### config.mk
export PLATFORM = sky130hd
export DESIGN_NAME = stall_detector_hysteresis_unit
export DESIGN_NICKNAME = d
export VERILOG_FILES = /design/src/rtl/sdh_pkg.sv /design/src/rtl/stall_detector_hysteresis_unit.sv
export VERILOG_INCLUDE_DIRS = /design/src /design/src/rtl
export SDC_FILE = /design/constraint.sdc
export NUM_CORES = 2
export LEC_CHECK = 0
export BUFFER_PORTS_ARGS = -buffer_cell sky130_fd_sc_hd__buf_4
export CORE_UTILIZATION = 52
export DETAILED_ROUTE_END_ITERATION = 6
export PLACE_DENSITY = 0.68
export RECOVER_POWER = 50
export SETUP_SLACK_MARGIN = 0.05
export SYNTH_ARGS = -nofsm -noshare
export SYNTH_HDL_FRONTEND = slang
export SYNTH_SLANG_ARGS = --single-unit
### constraint.sdc
create_clock -name clk -period 8.4 [get_ports clk]
set_input_delay 1.26 -clock clk [delete_from_list [all_inputs] [get_ports clk]]
set_output_delay 1.26 -clock clk [all_outputs]
set_load 0.1 [all_outputs]
### src/rtl/stall_detector_hysteresis_unit_defines.svh
// Assertion helpers for the stall detector.
// Every check is sampled on clk and is off while rst_n is low.
`ifndef STALL_DETECTOR_HYSTERESIS_UNIT_DEFINES_SVH
`define STALL_DETECTOR_HYSTERESIS_UNIT_DEFINES_SVH

// Same-cycle implication.
`define SDH_ASSERT_NOW(lbl, ante, cons, msg) \
  lbl: assert property (@(posedge clk) disable iff (!rst_n) (ante) |-> (cons)) \
    else $error(msg);

// Next-cycle implication.
`define SDH_ASSERT_NEXT(lbl, ante, cons, msg) \
  lbl: assert property (@(posedge clk) disable iff (!rst_n) (ante) |=> (cons)) \
    else $error(msg);

`endif

### src/rtl/sdh_pkg.sv
package sdh_pkg;

  // Window and field widths
  localparam int WINDOW_LEN = 100;
  localparam int SAMPLE_W   = 16;
  localparam int SUM_W      = 26;
  localparam int IDX_W      = (WINDOW_LEN > 1) ? $clog2(WINDOW_LEN) : 1;

  // Hysteresis compares: 10*sum against 9*N*thr and 11*N*thr
  localparam int SCALED_W   = SUM_W + 4;
  localparam int LO_MULT    = 9 * WINDOW_LEN;
  localparam int HI_MULT    = 11 * WINDOW_LEN;

  // Largest window sum that can occur
  localparam int SUM_MAX    = WINDOW_LEN * ((1 << SAMPLE_W) - 1);

endpackage

### src/rtl/stall_detector_hysteresis_unit.sv
// Stall detector: moving average of speed samples with a hysteresis threshold.
// Input channel (in_valid/in_ready) carries one speed sample per transfer.
// Output channel (out_valid/out_ready) returns one result per sample: the
// stuck flag, the active primitive (0 move, 1 wiggle), a pulse when the
// primitive changed, and the sum over the sample window.
// cfg_wr_en writes the stall threshold; write it only while the block is idle.
// A transferred sample is loaded into the input register, which also reads the
// old window entry; when the result register has room, the running sum and the
// flag are updated from it into the result register, which holds the result.
// Throughput: one sample per cycle while the receiver takes results; the window
// store has one read port and one write port; the running sum updates once per sample.
// Reset clears the window (per-entry valid bits, so old samples read as zero),
// the sum, the flag, the mode and the threshold; no clearing pass is needed.
// When the receiver stalls, the result holds and the input register still takes
// one more sample; in_ready drops only when both registers are occupied.
`include "stall_detector_hysteresis_unit_defines.svh"

module stall_detector_hysteresis_unit (
  input  logic                         clk,
  input  logic                         rst_n,
  input  logic                         in_valid,
  output logic                         in_ready,
  input  logic [sdh_pkg::SAMPLE_W-1:0] in_speed_sample,
  output logic                         out_valid,
  input  logic                         out_ready,
  output logic                         out_stuck,
  output logic                         out_wiggle_mode,
  output logic                         out_mode_switched,
  output logic [sdh_pkg::SUM_W-1:0]    out_window_sum,
  input  logic                         cfg_wr_en,
  input  logic [sdh_pkg::SAMPLE_W-1:0] cfg_stall_threshold
);
  import sdh_pkg::*;

  // Window store and its bookkeeping
  logic [SAMPLE_W-1:0]   ring_mem [WINDOW_LEN];
  logic [WINDOW_LEN-1:0] ring_vld_r;
  logic [IDX_W-1:0]      head_idx_r;

  // Scaled thresholds
  logic [SCALED_W-1:0]   lo_thr_r;
  logic [SCALED_W-1:0]   hi_thr_r;

  // Input register: sample, its slot and the old entry of that slot
  logic                  s1_v_r;
  logic [SAMPLE_W-1:0]   s1_samp_r;
  logic [IDX_W-1:0]      s1_idx_r;
  logic [SAMPLE_W-1:0]   s1_old_r;
  logic                  s1_old_vld_r;

  // Result register, also holds sum, flag and mode state
  logic                  out_v_r;
  logic                  stuck_r;
  logic                  mode_r;
  logic                  switched_r;
  logic [SUM_W-1:0]      sum_r;

  logic                  out_en, s1_en;
  logic                  in_fire, s1_fire;
  logic                  rd_bypass;
  logic [IDX_W-1:0]      head_idx_nxt;
  logic [SAMPLE_W-1:0]   old_sample;
  logic [SUM_W-1:0]      sum_nxt;
  logic [SCALED_W-1:0]   scaled_sum;
  logic                  stuck_nxt;

  // Handshake: each register moves when the one after it has room
  assign out_en   = !out_v_r || out_ready;
  assign s1_en    = !s1_v_r || out_en;
  assign in_ready = s1_en;
  assign in_fire  = in_valid && s1_en;
  assign s1_fire  = s1_v_r && out_en;

  // Slot pointer wraps after the last window entry
  assign head_idx_nxt = (head_idx_r == IDX_W'(WINDOW_LEN - 1)) ? '0 : head_idx_r + 1'b1;

  // Read of the slot being written in the same cycle takes the write data
  assign rd_bypass = s1_fire && (s1_idx_r == head_idx_r);

  // Running sum: drop the oldest sample, add the new one
  assign old_sample = s1_old_vld_r ? s1_old_r : '0;
  assign sum_nxt = sum_r - SUM_W'(old_sample) + SUM_W'(s1_samp_r);

  // Hysteresis on 10*sum
  assign scaled_sum = (SCALED_W'(sum_nxt) << 3) + (SCALED_W'(sum_nxt) << 1);
  always_comb begin
    if (!stuck_r) begin
      stuck_nxt = (scaled_sum < lo_thr_r);
    end else begin
      stuck_nxt = !(scaled_sum > hi_thr_r);
    end
  end

  // Threshold register, kept as its two scaled products
  always_ff @(posedge clk) begin
    if (!rst_n) begin
      lo_thr_r <= '0;
      hi_thr_r <= '0;
    end else if (cfg_wr_en) begin
      lo_thr_r <= SCALED_W'(cfg_stall_threshold) * SCALED_W'(LO_MULT);
      hi_thr_r <= SCALED_W'(cfg_stall_threshold) * SCALED_W'(HI_MULT);
    end
  end

  // Window store: write on input-register transfer, registered read on input transfer
  always_ff @(posedge clk) begin
    if (s1_fire) begin
      ring_mem[s1_idx_r] <= s1_samp_r;
    end
    if (in_fire) begin
      s1_old_r <= rd_bypass ? s1_samp_r : ring_mem[head_idx_r];
    end
  end

  // Input register control and payload
  always_ff @(posedge clk) begin
    if (!rst_n) begin
      s1_v_r       <= 1'b0;
      head_idx_r   <= '0;
      ring_vld_r   <= '0;
      s1_old_vld_r <= 1'b0;
    end else begin
      if (s1_fire) begin
        ring_vld_r[s1_idx_r] <= 1'b1;
      end
      if (in_fire) begin
        s1_v_r       <= 1'b1;
        head_idx_r   <= head_idx_nxt;
        s1_old_vld_r <= rd_bypass || ring_vld_r[head_idx_r];
      end else if (s1_fire) begin
        s1_v_r <= 1'b0;
      end
    end
  end

  always_ff @(posedge clk) begin
    if (in_fire) begin
      s1_samp_r <= in_speed_sample;
      s1_idx_r  <= head_idx_r;
    end
  end

  // Result register: running sum, flag, mode and switch pulse
  always_ff @(posedge clk) begin
    if (!rst_n) begin
      out_v_r    <= 1'b0;
      sum_r      <= '0;
      stuck_r    <= 1'b0;
      mode_r     <= 1'b0;
      switched_r <= 1'b0;
    end else begin
      if (s1_fire) begin
        out_v_r    <= 1'b1;
        sum_r      <= sum_nxt;
        stuck_r    <= stuck_nxt;
        mode_r     <= stuck_nxt;
        switched_r <= (stuck_nxt != mode_r);
      end else if (out_en) begin
        out_v_r <= 1'b0;
      end
    end
  end

  assign out_valid         = out_v_r;
  assign out_stuck         = stuck_r;
  assign out_wiggle_mode   = mode_r;
  assign out_mode_switched = switched_r;
  assign out_window_sum    = sum_r;

  // Checks
  `SDH_ASSERT_NOW(a_mode_follows_flag, 1'b1, mode_r == stuck_r, "mode differs from flag")
  `SDH_ASSERT_NOW(a_sum_in_range, 1'b1, sum_r <= SUM_W'(SUM_MAX), "window sum out of range")
  `SDH_ASSERT_NOW(a_idx_in_range, 1'b1, head_idx_r <= IDX_W'(WINDOW_LEN - 1), "slot past window")
  `SDH_ASSERT_NOW(a_full_when_blocked, !in_ready, s1_v_r && out_v_r, "blocked with a bubble")
  `SDH_ASSERT_NEXT(a_sum_holds_idle, !s1_fire, sum_r == $past(sum_r), "sum moved without a sample")

endmodule
# == After elaboration in Yosys (flattened, before gate mapping) ==
# Memories as Yosys holds them, arrays and structs flattened. A register that Yosys moved wholly into a read port is not among the register bits.
# Index checks and enable logic that the tools add are counted.
# totals
register_bits,210
ram_bits,1600
in_bits,37
out_inout_bits,31
word_cells,53
n_memories,1
# op_classes
n_addsub,4
mul,2
order_cmp,5
eq_ne,3
mux,13
bitwise_logic,1
reduce_logical,12
# memory_table
memory,words,width,rd,rd_ports_with_merged_regs,write_ports,line,rtl
ring_mem,100,16,1,1,1,stall_detector_hysteresis_unit.sv:36,logic [SAMPLE_W-1:0] ring_mem [WINDOW_LEN];
# op_table
op,n
$or 100x100->100,1
$add 29x27->30,1
$gt 30x27->1,1
$lt 30x26->1,1
$add 26x16->26,1
$sub 26x16->26,1
$mul 16x9->25 const B,1
$mul 16x8->24 const B,1
$lt 7x8->1 const B,2
$mux 16,1
$mux 1,9
$add 7x1->7 const B,1
$bmux 1 s7,1
$demux 1 s7,1
$eq 7x7->1,1
$eq 7x7->1 const B,1
$ge 7x1->1 const B,1
$mux 7,1
$logic_and 1x1->1,4
$reduce_bool 2->1,2
$logic_not 1->1,3
$logic_or 1x1->1,3
$ne 1x1->1,1

# == Depth between registers and ports, before layout ==
# depth
ltp_word,8
ltp_mapped,33
depth_no_buf,32

# == Worst setup path after synthesis ==
# No wires, ideal clock.
# synth_path
path_type,register -> register
from,reg s1_samp_r[1]
to,reg mode_r (netlist: out_wiggle_mode)
setup_ns,0.135
arrival_time_ns,7.354
required_time_ns,8.265
setup_slack_ns,0.911
stages_incl_launch_ff,28
path_buffers,0
period_less_slack_ns,7.489
path_cell_list,edfxtp_1 > inv_1 > fa_1 > inv_1 > fa_1 > a211oi_2 > nor3_2 > a2111oi_4 > o21ai_0 > xnor2_1 > ha_1 > and4_1 > a21oi_1 > o21bai_1 > a31oi_1 > o211a_1 > a2111oi_2 > a32o_1 > nor2_1 > xnor2_1 > ha_1 > nand4_1 > nor4_1 > nand2_1 > o21ai_0 > nor4_1 > a2111oi_0 > o22ai_1
# synth_between
elab_chain_cells,5
elab_cells_between_ends,6
classes_between,add/sub: 2; order compare: 2; mux: 1; reduce/logical: 1
# synth_rtl
element,line,rtl
start: declaration,stall_detector_hysteresis_unit.sv:46,logic [SAMPLE_W-1:0] s1_samp_r;
start signal: assignment,stall_detector_hysteresis_unit.sv:138,s1_samp_r <= in_speed_sample;
$add 26x16->26 *,stall_detector_hysteresis_unit.sv:82,assign sum_nxt = sum_r - SUM_W'(old_sample) + SUM_W'(s1_samp_r);
named net sum_nxt[12],stall_detector_hysteresis_unit.sv:63,logic [SUM_W-1:0] sum_nxt;
$add 29x27->30 *,stall_detector_hysteresis_unit.sv:85,assign scaled_sum = (SCALED_W'(sum_nxt) << 3) + (SCALED_W'(sum_nxt) << 1);
$gt 30x27->1,stall_detector_hysteresis_unit.sv:90,stuck_nxt = !(scaled_sum > hi_thr_r);
$logic_not 1->1,stall_detector_hysteresis_unit.sv:90,
$mux 1 *,stall_detector_hysteresis_unit.sv:87,if (!stuck_r) begin
end signal: assignment,stall_detector_hysteresis_unit.sv:156,mode_r <= stuck_nxt;
end: declaration,stall_detector_hysteresis_unit.sv:54,logic mode_r;
# Mark *: on every way through the listed nets, which the timed path passes. The rest lies on a longest branch.
# A chain may end at the register's enable or synchronous reset.

# == Worst setup path in the final report ==
# layout_path
from,reg s1_old_vld_r
to,reg mode_r (netlist: out_wiggle_mode)
# layout_between
elab_chain_cells,7
elab_cells_between_ends,8
classes_between,add/sub: 3; order compare: 2; mux: 2; reduce/logical: 1
# layout_rtl
element,line,rtl
start: declaration,stall_detector_hysteresis_unit.sv:49,logic s1_old_vld_r;
start signal: assignment,stall_detector_hysteresis_unit.sv:129,s1_old_vld_r <= rd_bypass || ring_vld_r[head_idx_r];
$mux 16 *,stall_detector_hysteresis_unit.sv:81,assign old_sample = s1_old_vld_r ? s1_old_r : '0;
$sub 26x16->26 *,stall_detector_hysteresis_unit.sv:82,
$add 26x16->26 *,stall_detector_hysteresis_unit.sv:82,
named net sum_nxt[12],stall_detector_hysteresis_unit.sv:63,
$add 29x27->30 *,stall_detector_hysteresis_unit.sv:85,
$gt 30x27->1,stall_detector_hysteresis_unit.sv:90,
$logic_not 1->1,stall_detector_hysteresis_unit.sv:90,
$mux 1 *,stall_detector_hysteresis_unit.sv:87,
# Marked as above.

==> results.sh <==
export IMPL_outcome="finished, violations left"
export IMPL_violations="capacitance limit, slew limit"
export IMPL_die_y_um=390
export IMPL_setup_viol_count_final=0
export IMPL_drt_total_wl_mm=183
export IMPL_grt_pass1_wl_mm=272
export IMPL_peakVddDrop_mv=0.283
export IMPL_grt_pass1_vias=40700
export IMPL_tightest_slew_ns=5.11
export IMPL_synth_edf_count=1639
export IMPL_portBuffers=67
export IMPL_internal_power_mw=17.2
export IMPL_cp_slowest_stage_delay_ns=0.58
export IMPL_p_clk_frac=0.315
export IMPL_r2r_cells=28
export IMPL_drc=0
export IMPL_max_freq_mhz=133
export IMPL_rsz0062_at_grt="no"
export IMPL_num_vias=40300
export IMPL_mostFrequentLayoutCells="edfxtp_1 (1639), mux4_2 (544), ha_1 (231)"
export IMPL_clock_path_buffers=3
export IMPL_finalHoldViolations=0
export IMPL_cp_required_ns=9.03
export IMPL_period_needed_ns=7.53
export IMPL_worstPathMaxFanout=17
export IMPL_io_pins=68
export IMPL_numClockSinks=1825
export IMPL_start_util=0.524
export IMPL_track_usage=0.245
export IMPL_dieArea_um2=152000
export IMPL_fin_tns_setup_ns=0
export IMPL_finalWeightedCongestion=0.842
export IMPL_slew_headroom=-2.41
export IMPL_cts_root_buf="clkbuf_16"
export IMPL_ys_top_cells_by_area="edfxtp_1 (63%), mux4_2 (16%), dfxtp_1 (4.7%)"
export IMPL_p_leak_nw=28.7
export IMPL_h_tree_depth=4
export IMPL_hold_class="reg2reg"
export IMPL_startpoint_type="register"
export IMPL_clkSlewWorstSetupHoldPaths_ns=0.06
export IMPL_maxCapViolCount=28
export IMPL_p_switching_mw=7.35
export IMPL_cts_buffers=181
export IMPL_cts_hold_buffers_added=0
export IMPL_critPathKind="reg2reg"
export IMPL_yosys_warnings=0
export IMPL_cts_tree="done"
export IMPL_firstDrtPassIters=5
export IMPL_netlist_area_leader_share=0.627
export IMPL_crit_top_cell="ha_1"
export IMPL_comb_power_share=0.272
export IMPL_first_iter_violations=3994
export IMPL_ant_nets=0
export IMPL_ys_types=96
export IMPL_yosysTopAreaCell="edfxtp_1"
export IMPL_place_hpwl_mm=108
export IMPL_synth_area_um2=78400
export IMPL_fin_skew_ns=0.0297
export IMPL_p_total_mw=24.5
export IMPL_cp_arrival_ns=8.15
export IMPL_layout_drive_gt1_share=0.233
export IMPL_final_common_cell="edfxtp_1"
export IMPL_min_period_over_period=0.896
export IMPL_syn2layout_area_growth_pct=11.5
export IMPL_synthFlopType="edfxtp_1"
export IMPL_crit_path_end_kind="register"
export IMPL_hold_depth=1
export IMPL_hold_slack_ns=0.458
export IMPL_syn_avg_cell_area_um2=18.5
export IMPL_grt_overflow=0
export IMPL_die_x_um=390
export IMPL_dpl_cell_area_um2=82000
export IMPL_synthCells=4251
export IMPL_slew_violations=2089
export IMPL_p_sw_frac=0.300
export IMPL_seqPwrFrac=0.413
export IMPL_viasPerCell=6.10
export IMPL_grt_max_degree=111
export IMPL_syn_num_nets=4582
export IMPL_final_core_util=0.584
export IMPL_detail_route_wl_per_cell_um=27.7
export IMPL_final_cell_area_um2=87400
export IMPL_coreArea_um2=150000
export IMPL_antenna_found_initial=1
export IMPL_ys_seq_area_frac=0.675
export IMPL_fin_nets=4763
export IMPL_async_flop_share=0
export IMPL_rows=142
export IMPL_insertion_delay_ns=0.82
export IMPL_power_density_nw_per_um2=280
export IMPL_ys_ff_latch=1825
export IMPL_crit_slowest_cell="a2111oi_4"
## through the flow
step,setup slack (ns),cells
floorplan,0.911,4251
global placement,1.16,6265
detailed placement,0.880,6265
CTS,0.814,6604
global route,0.188,6604
finish,0.875,6605
## worst paths after layout
path / to / slack (ns) / start
max: out_wiggle_mode / 0.87 / s1_old_vld_r
min: ring_vld_r[10] / 0.46 / ring_vld_r[10]
max reg2reg: out_wiggle_mode / 0.87 / s1_old_vld_r
min reg2reg: ring_vld_r[10] / 0.46 / ring_vld_r[10]
## Yosys cell counts (4+ instances only)
cell type,count
edfxtp_1,1639
mux4_2,544
ha_1,231
inv_1,217
dfxtp_1,186
nor2_1,172
nand2_1,135
clkbuf_1,124
o21a_1,118
a21oi_1,93
mux2i_1,68
o21ai_0,66
fa_1,63
xnor2_1,56
buf_1,54
a21o_1,45
nor2b_1,43
and2_1,38
nand3_1,36
xor2_1,29
nor3_1,24
nand4_1,22
o21bai_1,20
a21boi_0,19
buf_2,18
o211ai_1,18
a211oi_1,13
and3_1,10
nand2b_1,8
o211a_1,8
a31oi_1,7
a41oi_1,6
o21ai_1,6
nor3b_1,5
or3_1,5
a211oi_2,4
nand3b_1,4
nor4_1,4
or2_2,4
## per-layer routing
| layer | wire, µm | vias up | GRT usage |
|---|---|---|---|
| li1 | - | 17400 | - |
| met1 | 76000 | 21200 | 0.345 |
| met2 | 90000 | 1496 | 0.398 |
| met3 | 12900 | 249 | 0.0432 |
| met4 | 3960 | 2 | 0.0630 |
| met5 | 13 | - | 0 |
## power groups by stage
stage	Clock, mW	Combinational (mW)	Sequential (mW)
floorplan	0	4.88	10.5
global placement	0	6.53	10.3
detailed placement	0	6.61	10.3
CTS	7.84	6.68	10.1
global route	8.19	7.52	10.1
finish	7.72	6.68	10.1
## cell type report
| type | instances | area [µm²] |
|---|---|---|
| inverter | 220 | 826 |
| multi-input combinational | 2004 | 24000 |
| antenna | 1 | 2.50 |
| timing repair buffer | 200 | 1470 |
| tap | 2016 | 2520 |
| fill | 11000 | 62300 |
| sequential | 1825 | 52900 |
| clock buffer | 244 | 4850 |
| clock inverter | 95 | 790 |
## sequential cells by signal (all words and copies together) (netlist names)
| register | count |
|---|---|
| s1_old_r | 16 |
| ring_mem | 1600 |
| out_wiggle_mode | 1 |
| out_valid | 1 |
| ring_vld_r | 100 |
| s1_samp_r | 16 |
| out_mode_switched | 1 |
| lo_thr_r | 23 |
| s1_old_vld_r | 1 |
| s1_idx_r | 7 |
| out_window_sum | 26 |
| hi_thr_r | 25 |
| s1_v_r | 1 |
| head_idx_r | 7 |
## kinds of logic (layout without fill, tap and decap cells)
| kind of cell | Yosys count | count (layout) | synth area share |
|---|---|---|---|
| AO/OA/AOI/OAI | 480 | 480 | 0.0436 |
| XOR/XNOR | 87 | 87 | 0.00991 |
| adder cells (fa/ha/maj) | 294 | 294 | 0.0529 |
| buffers and inverters | 422 | 759 | 0.0209 |
| flip-flops | 1825 | 1825 | 0.675 |
| multiplexers | 614 | 614 | 0.165 |
| other | 0 | 1 | 0 |
| AND/OR/NAND/NOR | 529 | 529 | 0.0325 |
## critical path: cells and delay by family (launching register included)
kind	cells	cell delay, ns
flip-flops	1	0.41
buffers and inverters	1	0.04
AO/OA/AOI/OAI	12	3.49
adder cells (fa/ha/maj)	5	1.68
AND/OR/NAND/NOR	8	1.33
XOR/XNOR	2	0.40
## what timing repair did
action,in CTS,in global routing
setup buffers,0,0
gates resized for setup,0,1
setup endpoints to repair,0,1
No activity file was read; power rests on OpenSTA's default activity.
